===== config.mk =====
export PLATFORM = sky130hd
export DESIGN_NAME = iir_df2_transposed_filter_top_flat
export DESIGN_NICKNAME = d
export VERILOG_FILES = /design/src/rtl/core/iir_pkg.sv /design/src/rtl/core/iir_if.sv /design/src/rtl/core/iir_df2_transposed_filter_top.sv /design/src/flat_wrapper.sv
export SDC_FILE = /design/constraint.sdc
export NUM_CORES = 2
export LEC_CHECK = 0
export BUFFER_PORTS_ARGS = -buffer_cell sky130_fd_sc_hd__buf_2
export CAP_MARGIN = 20
export CORE_AREA = 2 2 320 322
export CTS_CLUSTER_DIAMETER = 150
export DETAILED_ROUTE_END_ITERATION = 10
export DIE_AREA = 0 0 322 324
export HOLD_SLACK_MARGIN = 0.15
export PLACE_DENSITY = 0.71
export SYNTH_ARGS = -nofsm -noshare
export SYNTH_HDL_FRONTEND = slang
export SYNTH_SLANG_ARGS = --single-unit

===== constraint.sdc =====
create_clock -name clk -period 15.8 [get_ports clk]
set_input_delay 1.58 -clock clk [delete_from_list [all_inputs] [get_ports clk]]
set_output_delay 1.58 -clock clk [all_outputs]
set_load 0.05 [all_outputs]

===== src/rtl/core/iir_pkg.sv =====
package iir_pkg;

  // default configuration
  localparam int ORDER_DEF     = 4;
  localparam int SAMPLE_W_DEF  = 24;
  localparam int COEF_FRAC_DEF = 28;

  // fixed widths
  localparam int DELAY_W = 56;
  localparam int COEF_W  = 32;
  localparam int YF_W    = 66;               // d0 + b0*x at any legal sample width
  localparam int PROD_W  = YF_W + COEF_W;    // coefficient times yf
  localparam int CFG_W   = 64;
  localparam int CFG_AW  = 3;
  localparam int BIT_CW  = 5;                // counts coefficient bits

  typedef enum logic [CFG_AW-1:0] {
    REG_NUM01 = 3'd0,
    REG_NUM23 = 3'd1,
    REG_NUM4  = 3'd2,
    REG_DEN12 = 3'd3,
    REG_DEN34 = 3'd4
  } reg_idx_t;

  typedef enum logic [1:0] {
    ST_IDLE,
    ST_MUL,
    ST_YOUT
  } state_t;

  // which product the serial multiplier is forming
  typedef enum logic [1:0] {
    PH_B0,
    PH_BX,
    PH_AY
  } phase_t;

  function automatic logic signed [COEF_W-1:0] coef_b(input logic [3:0] k,
                                                      input logic [CFG_W-1:0] n01,
                                                      input logic [CFG_W-1:0] n23,
                                                      input logic [COEF_W-1:0] n4);
    case (k)
      4'd0:    coef_b = n01[31:0];
      4'd1:    coef_b = n01[63:32];
      4'd2:    coef_b = n23[31:0];
      4'd3:    coef_b = n23[63:32];
      4'd4:    coef_b = n4;
      default: coef_b = '0;
    endcase
  endfunction

  function automatic logic signed [COEF_W-1:0] coef_a(input logic [3:0] k,
                                                      input logic [CFG_W-1:0] d12,
                                                      input logic [CFG_W-1:0] d34);
    case (k)
      4'd1:    coef_a = d12[31:0];
      4'd2:    coef_a = d12[63:32];
      4'd3:    coef_a = d34[31:0];
      4'd4:    coef_a = d34[63:32];
      default: coef_a = '0;
    endcase
  endfunction

endpackage


===== src/rtl/core/iir_if.sv =====
interface iir_in_if #(parameter int W = 24);
  logic                valid;
  logic                ready;
  logic signed [W-1:0] sample_in;
  logic                block_last_in;
  modport source (output valid, sample_in, block_last_in, input ready);
  modport sink   (input valid, sample_in, block_last_in, output ready);
endinterface

interface iir_out_if #(parameter int W = 24);
  logic                valid;
  logic                ready;
  logic signed [W-1:0] sample_out;
  logic                block_last_out;
  modport source (output valid, sample_out, block_last_out, input ready);
  modport sink   (input valid, sample_out, block_last_out, output ready);
endinterface


===== src/rtl/core/iir_df2_transposed_filter_top.sv =====
// The result becomes valid after the b0*x product and rounding, and later while the
// output register is still held by the previous result. A new sample is taken only
// once the previous one is finished: the bit-serial multiplier forms 2*ORDER+1
// products for each sample, one coefficient bit per cycle.
// Reset (rst_n low, synchronous): delays cleared, b0 = 1.0, other coefficients 0,
// output register empty.
module iir_df2_transposed_filter_top import iir_pkg::*; #(
  parameter int ORDER          = ORDER_DEF,
  parameter int SAMPLE_WIDTH   = SAMPLE_W_DEF,
  parameter int COEF_FRAC_BITS = COEF_FRAC_DEF
) (
  input  logic              clk,
  input  logic              rst_n,
  iir_in_if.sink            in_s,
  iir_out_if.source         out_s,
  input  logic              cfg_we,
  input  logic [CFG_AW-1:0] cfg_addr,
  input  logic [CFG_W-1:0]  cfg_data
);

  localparam int JW = $clog2(ORDER + 1);
  localparam logic [BIT_CW-1:0] LAST_BIT = BIT_CW'(COEF_W - 1);
  localparam logic signed [PROD_W-1:0] RND_HALF = PROD_W'(1) <<< (COEF_FRAC_BITS - 1);

  state_t state_r, state_nxt;
  phase_t ph_r;
  logic [JW-1:0] j_r;
  logic signed [SAMPLE_WIDTH-1:0] x_r;
  logic last_r;
  logic signed [YF_W-1:0] yf_r, bx_r;
  logic signed [PROD_W-1:0] mc_r, pr_r;
  logic [COEF_W-1:0] mp_r;
  logic [BIT_CW-1:0] cnt_r;
  logic signed [DELAY_W-1:0] d_r [ORDER];
  logic [CFG_W-1:0] num01_r, num23_r, den12_r, den34_r;
  logic [COEF_W-1:0] num4_r;
  logic out_valid_r, out_last_r;
  logic signed [SAMPLE_WIDTH-1:0] out_sample_r;

  logic in_fire, out_fire, bit_last, out_free;
  logic signed [PROD_W-1:0] addend, pr_sum, fb, acc;
  logic signed [YF_W-1:0] yf_calc, ysh, ysat, smax, smin;
  logic [JW:0] d_sel;
  logic signed [DELAY_W-1:0] d_pick;
  logic fits;

  assign in_s.ready = (state_r == ST_IDLE);
  assign in_fire = in_s.valid && in_s.ready;
  assign out_fire = out_valid_r && out_s.ready;
  assign out_free = !out_valid_r || out_s.ready;
  assign bit_last = (cnt_r == LAST_BIT);

  assign out_s.valid = out_valid_r;
  assign out_s.sample_out = out_sample_r;
  assign out_s.block_last_out = out_last_r;

  // shift-add step; the sign bit of the coefficient carries negative weight
  assign addend = mp_r[0] ? (bit_last ? -mc_r : mc_r) : '0;
  assign pr_sum = pr_r + addend;

  // output: accumulator was preloaded with d0; round half up, saturate
  assign yf_calc = $signed(pr_sum[YF_W-1:0]);
  assign ysh  = (yf_r + (YF_W'(1) <<< (COEF_FRAC_BITS - 1))) >>> COEF_FRAC_BITS;
  assign smax = YF_W'((64'd1 << (SAMPLE_WIDTH - 1)) - 64'd1);
  assign smin = -smax - YF_W'(1);
  assign ysat = (ysh > smax) ? smax : ((ysh < smin) ? smin : ysh);

  // delay preload for the next b*x product: d1 after the output, else d(j+2)
  assign d_sel = (state_r == ST_YOUT) ? (JW+1)'(1) : (JW+1)'(j_r) + (JW+1)'(2);

  always_comb begin
    d_pick = '0;
    for (int i = 1; i < ORDER; i++) begin
      if (int'(d_sel) == i) d_pick = d_r[i];
    end
  end

  // delay update: bx_r holds d(j+1) + b*x, feedback was preloaded with the rounding half
  assign fb  = pr_sum >>> COEF_FRAC_BITS;
  assign acc = PROD_W'(bx_r) - fb;
  assign fits = (&acc[PROD_W-1:DELAY_W-1]) || !(|acc[PROD_W-1:DELAY_W-1]);

  // next state
  always_comb begin
    state_nxt = state_r;
    case (state_r)
      ST_IDLE: begin
        if (in_fire) state_nxt = ST_MUL;
      end
      ST_MUL: begin
        if (bit_last) begin
          if (ph_r == PH_B0) state_nxt = ST_YOUT;
          else if (ph_r == PH_AY && 32'(j_r) == ORDER - 1) state_nxt = ST_IDLE;
        end
      end
      ST_YOUT: begin
        if (out_free) state_nxt = ST_MUL;
      end
      default: state_nxt = ST_IDLE;
    endcase
  end

  always_ff @(posedge clk) begin
    if (!rst_n) state_r <= ST_IDLE;
    else state_r <= state_nxt;
  end

  // configuration registers
  always_ff @(posedge clk) begin
    if (!rst_n) begin
      num01_r <= CFG_W'(1) << COEF_FRAC_BITS;
      num23_r <= '0;
      num4_r  <= '0;
      den12_r <= '0;
      den34_r <= '0;
    end else if (cfg_we) begin
      case (reg_idx_t'(cfg_addr))
        REG_NUM01: num01_r <= cfg_data;
        REG_NUM23: num23_r <= cfg_data;
        REG_NUM4:  num4_r  <= cfg_data[COEF_W-1:0];
        REG_DEN12: den12_r <= cfg_data;
        REG_DEN34: den34_r <= cfg_data;
        default: ;
      endcase
    end
  end

  // output register
  always_ff @(posedge clk) begin
    if (!rst_n) begin
      out_valid_r <= 1'b0;
    end else if (state_r == ST_YOUT && out_free) begin
      out_valid_r <= 1'b1;
    end else if (out_fire) begin
      out_valid_r <= 1'b0;
    end
  end

  always_ff @(posedge clk) begin
    if (state_r == ST_YOUT && out_free) begin
      out_sample_r <= ysat[SAMPLE_WIDTH-1:0];
      out_last_r   <= last_r;
    end
  end

  // delay line
  always_ff @(posedge clk) begin
    if (!rst_n) begin
      for (int i = 0; i < ORDER; i++) d_r[i] <= '0;
    end else if (state_r == ST_MUL && bit_last && ph_r == PH_AY) begin
      for (int i = 0; i < ORDER; i++) begin
        if (int'(j_r) == i) d_r[i] <= fits ? acc[DELAY_W-1:0] : '0;
      end
    end
  end

  // sequencer and serial multiplier
  always_ff @(posedge clk) begin
    if (!rst_n) begin
      ph_r  <= PH_B0;
      j_r   <= '0;
      cnt_r <= '0;
    end else begin
      case (state_r)
        ST_IDLE: begin
          if (in_fire) begin
            x_r    <= in_s.sample_in;
            last_r <= in_s.block_last_in;
            mc_r   <= PROD_W'(in_s.sample_in);
            mp_r   <= coef_b(4'd0, num01_r, num23_r, num4_r);
            pr_r   <= PROD_W'(d_r[0]);
            cnt_r  <= '0;
            ph_r   <= PH_B0;
          end
        end
        ST_MUL: begin
          pr_r  <= pr_sum;
          mc_r  <= mc_r <<< 1;
          mp_r  <= mp_r >> 1;
          cnt_r <= cnt_r + BIT_CW'(1);
          if (bit_last) begin
            case (ph_r)
              PH_B0: begin
                yf_r <= yf_calc;
              end
              PH_BX: begin
                bx_r  <= $signed(pr_sum[YF_W-1:0]);
                mc_r  <= PROD_W'(yf_r);
                mp_r  <= coef_a(4'(j_r) + 4'd1, den12_r, den34_r);
                pr_r  <= RND_HALF;
                cnt_r <= '0;
                ph_r  <= PH_AY;
              end
              PH_AY: begin
                j_r   <= j_r + JW'(1);
                mc_r  <= PROD_W'(x_r);
                mp_r  <= coef_b(4'(j_r) + 4'd2, num01_r, num23_r, num4_r);
                pr_r  <= PROD_W'(d_pick);
                cnt_r <= '0;
                ph_r  <= PH_BX;
              end
              default: ph_r <= PH_B0;
            endcase
          end
        end
        ST_YOUT: begin
          if (out_free) begin
            j_r   <= '0;
            mc_r  <= PROD_W'(x_r);
            mp_r  <= coef_b(4'd1, num01_r, num23_r, num4_r);
            pr_r  <= PROD_W'(d_pick);
            cnt_r <= '0;
            ph_r  <= PH_BX;
          end
        end
        default: ;
      endcase
    end
  end

endmodule


===== src/flat_wrapper.sv =====
// flat-port wrapper written by rule: the top's interface ports become plain ports
module iir_df2_transposed_filter_top_flat import iir_pkg::*;
#(
  parameter int ORDER          = ORDER_DEF,
  parameter int SAMPLE_WIDTH   = SAMPLE_W_DEF,
  parameter int COEF_FRAC_BITS = COEF_FRAC_DEF
)
  (clk, rst_n, cfg_we, cfg_addr, cfg_data, in_s_valid, in_s_sample_in, in_s_block_last_in, in_s_ready, out_s_valid, out_s_sample_out, out_s_block_last_out, out_s_ready);
  iir_in_if #(.W((24))) in_s_i ();
  iir_out_if #(.W((24))) out_s_i ();
  input  logic clk;
  input  logic rst_n;
  input  logic cfg_we;
  input  logic [CFG_AW-1:0] cfg_addr;
  input  logic [CFG_W-1:0] cfg_data;
  input wire logic [$bits(in_s_i.valid)-1:0] in_s_valid;
  input wire logic [$bits(in_s_i.sample_in)-1:0] in_s_sample_in;
  input wire logic [$bits(in_s_i.block_last_in)-1:0] in_s_block_last_in;
  output wire logic [$bits(in_s_i.ready)-1:0] in_s_ready;
  output wire logic [$bits(out_s_i.valid)-1:0] out_s_valid;
  output wire logic [$bits(out_s_i.sample_out)-1:0] out_s_sample_out;
  output wire logic [$bits(out_s_i.block_last_out)-1:0] out_s_block_last_out;
  input wire logic [$bits(out_s_i.ready)-1:0] out_s_ready;
  assign in_s_i.valid = in_s_valid;
  assign in_s_i.sample_in = in_s_sample_in;
  assign in_s_i.block_last_in = in_s_block_last_in;
  assign in_s_ready = in_s_i.ready;
  assign out_s_valid = out_s_i.valid;
  assign out_s_sample_out = out_s_i.sample_out;
  assign out_s_block_last_out = out_s_i.block_last_out;
  assign out_s_i.ready = out_s_ready;
  iir_df2_transposed_filter_top #(.ORDER(ORDER), .SAMPLE_WIDTH(SAMPLE_WIDTH), .COEF_FRAC_BITS(COEF_FRAC_BITS)) u_core (.clk(clk), .rst_n(rst_n), .in_s(in_s_i), .out_s(out_s_i), .cfg_we(cfg_we), .cfg_addr(cfg_addr), .cfg_data(cfg_data));
endmodule

==> impl_results.md <==
* Initial antenna violation count at 24
* Share of cells above drive strength 1 at 9.14%
* Hold Path Cell Cnt at 0
* Avg Cell Area, Syn at roughly 9.4 um^2
* DR WL/cell at roughly 26 um
* Die Wd at between 300 and 400 um
* Starting Density at 54.5%
* Max Fclk at between 80 and 90 MHz
* Mapped cell area at 55100 um^2
* Number of buffers created by CTS at between 100 and 150
* Remaining global-route overflow at 0
* Asr flop ratio synth at 0%
* CORE AREA at about 100000 um^2
* Main synth FF type: edfxtp_1
* Post-synth EDFFs at between 600 and 700
* Final core occ at slightly below 60%
* FF-to-FF setup slack at 3.58 ns
* GRT Total Usage at 34.1%
* Sink Count at between 900 and 1000
* Max clock buf depth at 3
* Crit. End Element: register
* Setup ws final at 3.58 ns
* Row cnt at between 100 and 150
* Non-Filler Instances at between 7000 and 8000
* Worst R2R End: u_core.d_r[0][118]$_SDFFCE_PN0P_
* CTS tree: built
* Adder-cell share of the synthesized area at about 4.3%
* Worst EP required at ~16 ns
* Worst R2R Path Depth at 30
* FF-to-FF Start: u_core.mc_r[4]$_DFFE_PP_
* Register area share after synthesis at 45.5%
* DRC Markers at 0
* Worst min path class: register to register
* Worst Skew at approximately 0.048 ns
* Kind of start point of the critical path: register
* Via density at about 6.7
* Crit path DAT at around 13 ns
* Mapped Nets at a little over 6000
* Critical Path Slowest Stage Cell: or4_4
* Min-delay src: u_core.last_r$_DFFE_PP_
* Largest cells by area after synthesis: edfxtp_1 (35%), dfxtp_1 (11%), nand2_1 (7.0%), ha_1 (4.2%), a21boi_0 (4.1%)
* Max-cap viol count at 0
* CP peak stage delay at between 0.9 and 1 ns
* Tmin final at around 12 ns
* Synthesis-stage register bit count at between 900 and 1000
* PD cells at approximately 210 nW/um^2
* CTS resizes at 0
* Boundary Pins at around 120
* Hold Path End: u_core.out_s.block_last_out$_DFFE_PP_
* Port Buf Inserts at 123
* Commonest cells in the netlist: nand2_1 (1023), edfxtp_1 (634), clkbuf_1 (414)
* Initial DRC Count at about 6000
* Most numerous cell in the Yosys netlist: nand2_1
* WHS at 0.425 ns
* Main combinational cell family by area after synthesis: compound AO/OA/AOI/OAI gates
* Clk_lat worst skew at 0.73 ns
* Detailed Routing Iterations Pass 1 at 9
* Rel. slew slack at between 20% and 30%
* Final TNS setup at 0 ns
* Post-route antenna net violation count at 0
* Total detailed-routing wirelength at between 150000 and 200000 um
* Clock root buffer: clkbuf_16
* Post-Synth XOR/XNOR Area at ~4.3%
* Run status: finished, final reports clean
* Critical path peak fanout at between 150 and 200
* Critical path class: register to register
* Post-CTS setup buffer count at 0
* Post-synth cell types at approximately 80
* RePlAce Congestion at between 1 and 1.5
* Most frequent CP cell: or4_1
* Fillers at between 8000 and 9000
* Number of synthesis warnings at 0
* Cells after Synth at between 5000 and 6000
* Die area at around 100000 um^2
* Worst-path clk slew at approximately 0.060 ns
* Dpl hpwl at between 100000 and 150000 um
* Placed Cells at around 7000
* Vias in the first global route at roughly 44000
* Unrepaired setup endpoints after global routing: no
* Final Cycle Share at between 70% and 80%
* Pin count of the biggest net entering global routing at 181
* First-pass GRT wire length at between 200000 and 300000 um
* Hold_buf cts at 0
* Die Y at approximately 320 um
* DR vias at 47200
* Setup violations, final at 0
* Pleak at slightly above 20 nW
* Synth Area in Simple Gates at between 15 and 20%
* Crit path from: u_core.mc_r[4]$_DFFE_PP_
* Yosys top cell area share at between 30 and 40%
* Max VDD drop at 0.162 mV
* Setup slack at placement at 4.14 ns
* Area Growth Syn to Fin at 8.25%
* Post-synthesis mux area share at about 1.2%
* Area leader, netlist: edfxtp_1
* Synth Area in Compound Gates at between 20% and 30%
* H-tree depth at 3
* Max Slew Vio Count at 0
* Slew @ Worst Pin at between 1 and 1.5 ns
* Nets at just under 6000
* Final hold viol count at 0
flip-flops by register name (all words and copies together) (netlist names), 3 cells and up:
signal	count
u_core.mp_r	32
u_core.pr_r	98
u_core.bx_r	66
u_core.yf_r	66
u_core.x_r	24
u_core.out_s.sample_out	24
u_core.den34_r	64
u_core.den12_r	64
u_core.j_r	3
u_core.cnt_r	5
u_core.mc_r	98
u_core.d_r	224
u_core.num23_r	64
u_core.num01_r	64
u_core.num4_r	32
cell type report:
cell class	count	area (um^2)	area share, %
multi-input cells	4326	27900	46.8
flip-flops and latches	935	25100	42.1
clock buffers	137	2800	4.69
well taps	1309	1640	2.75
repair buffers	214	1330	2.23
clock inverters	48	474	0.796
inverters	107	402	0.674
diodes	11	27.5	0.0462
routing by layer:
layer	routed length (um)	vias to the layer above	track usage, %
li1	-	21500	-
met2	83000	2300	53.7
met3	15700	489	5.64
met4	10300	12	17.8
met1	73500	22900	45.4
met5	103	-	0
worst max path at each step:
stage                                            end  slack [ns]  cells after the start
detailed placement  u_core.d_r[0][142]$_SDFFCE_PN0P_        4.14                     30
global placement    u_core.d_r[0][118]$_SDFFCE_PN0P_        4.47                     32
global route        u_core.d_r[0][120]$_SDFFCE_PN0P_        3.23                     30
CTS                 u_core.d_r[0][112]$_SDFFCE_PN0P_        4.05                     30
finish              u_core.d_r[0][118]$_SDFFCE_PN0P_        3.58                     30
floorplan           u_core.d_r[0][100]$_SDFFCE_PN0P_        6.58                     36
cells by family after synthesis:
group / after synthesis
AND/OR/NAND/NOR: 1900
multiplexers: 63
adder cells (fa/ha/maj): 187
buffers and inverters: 585
XOR/XNOR: 270
flip-flops: 935
AO/OA/AOI/OAI: 1906
worst max-delay path: cells and delay by family (launching register included):
kind                       cells  cell delay (ns)
DFF                            1             0.47
and+or+nand+nor               14             5.36
AOI/OAI and AO/OA              9             3.80
adders and majority gates      2             0.91
buffers and inverters          2             0.59
xor gates and xnor gates       3             0.62
report_power, final:
part	switching, W	internal (W)	leakage [nW]	total (W)
combinational	0.00507	0.00202	10.4	0.00709
sequential	0.000203	0.00314	8.40	0.00334
clock	0.00103	0.00133	1.58	0.00236
total	0.00630	0.00649	20.3	0.0128
placed cells by master (no fill, tap or decap), types with 67 or more instances in the layout:
master	netlist	layout
buf_2	19	122
edfxtp_1	634	634
clkbuf_16	0	103
a2111oi_0	67	67
o21ai_0	330	330
a21o_1	103	103
a211oi_1	115	115
buf_4	0	89
and2_1	132	127
nand3_1	94	92
ha_1	185	181
a22oi_1	142	142
a21boi_0	298	297
nand2_1	1023	1013
a2111oi_2	94	94
nor2_1	252	248
and3_1	74	72
xnor2_1	198	198
nand4_1	95	95
xor2_1	72	72
a21oi_1	327	326
inv_1	106	103
dfxtp_1	301	300
per-stage QoR:
stage	total power, W	area [um^2]
2_1_floorplan	0.00772	55100
3_3_place_gp	0.0102	56300
3_5_place_dp	0.0102	56300
4_1_cts	0.0126	59600
5_1_grt	0.0133	59600
6_report	0.0128	59600
Power figures use the tool's default switching activity.
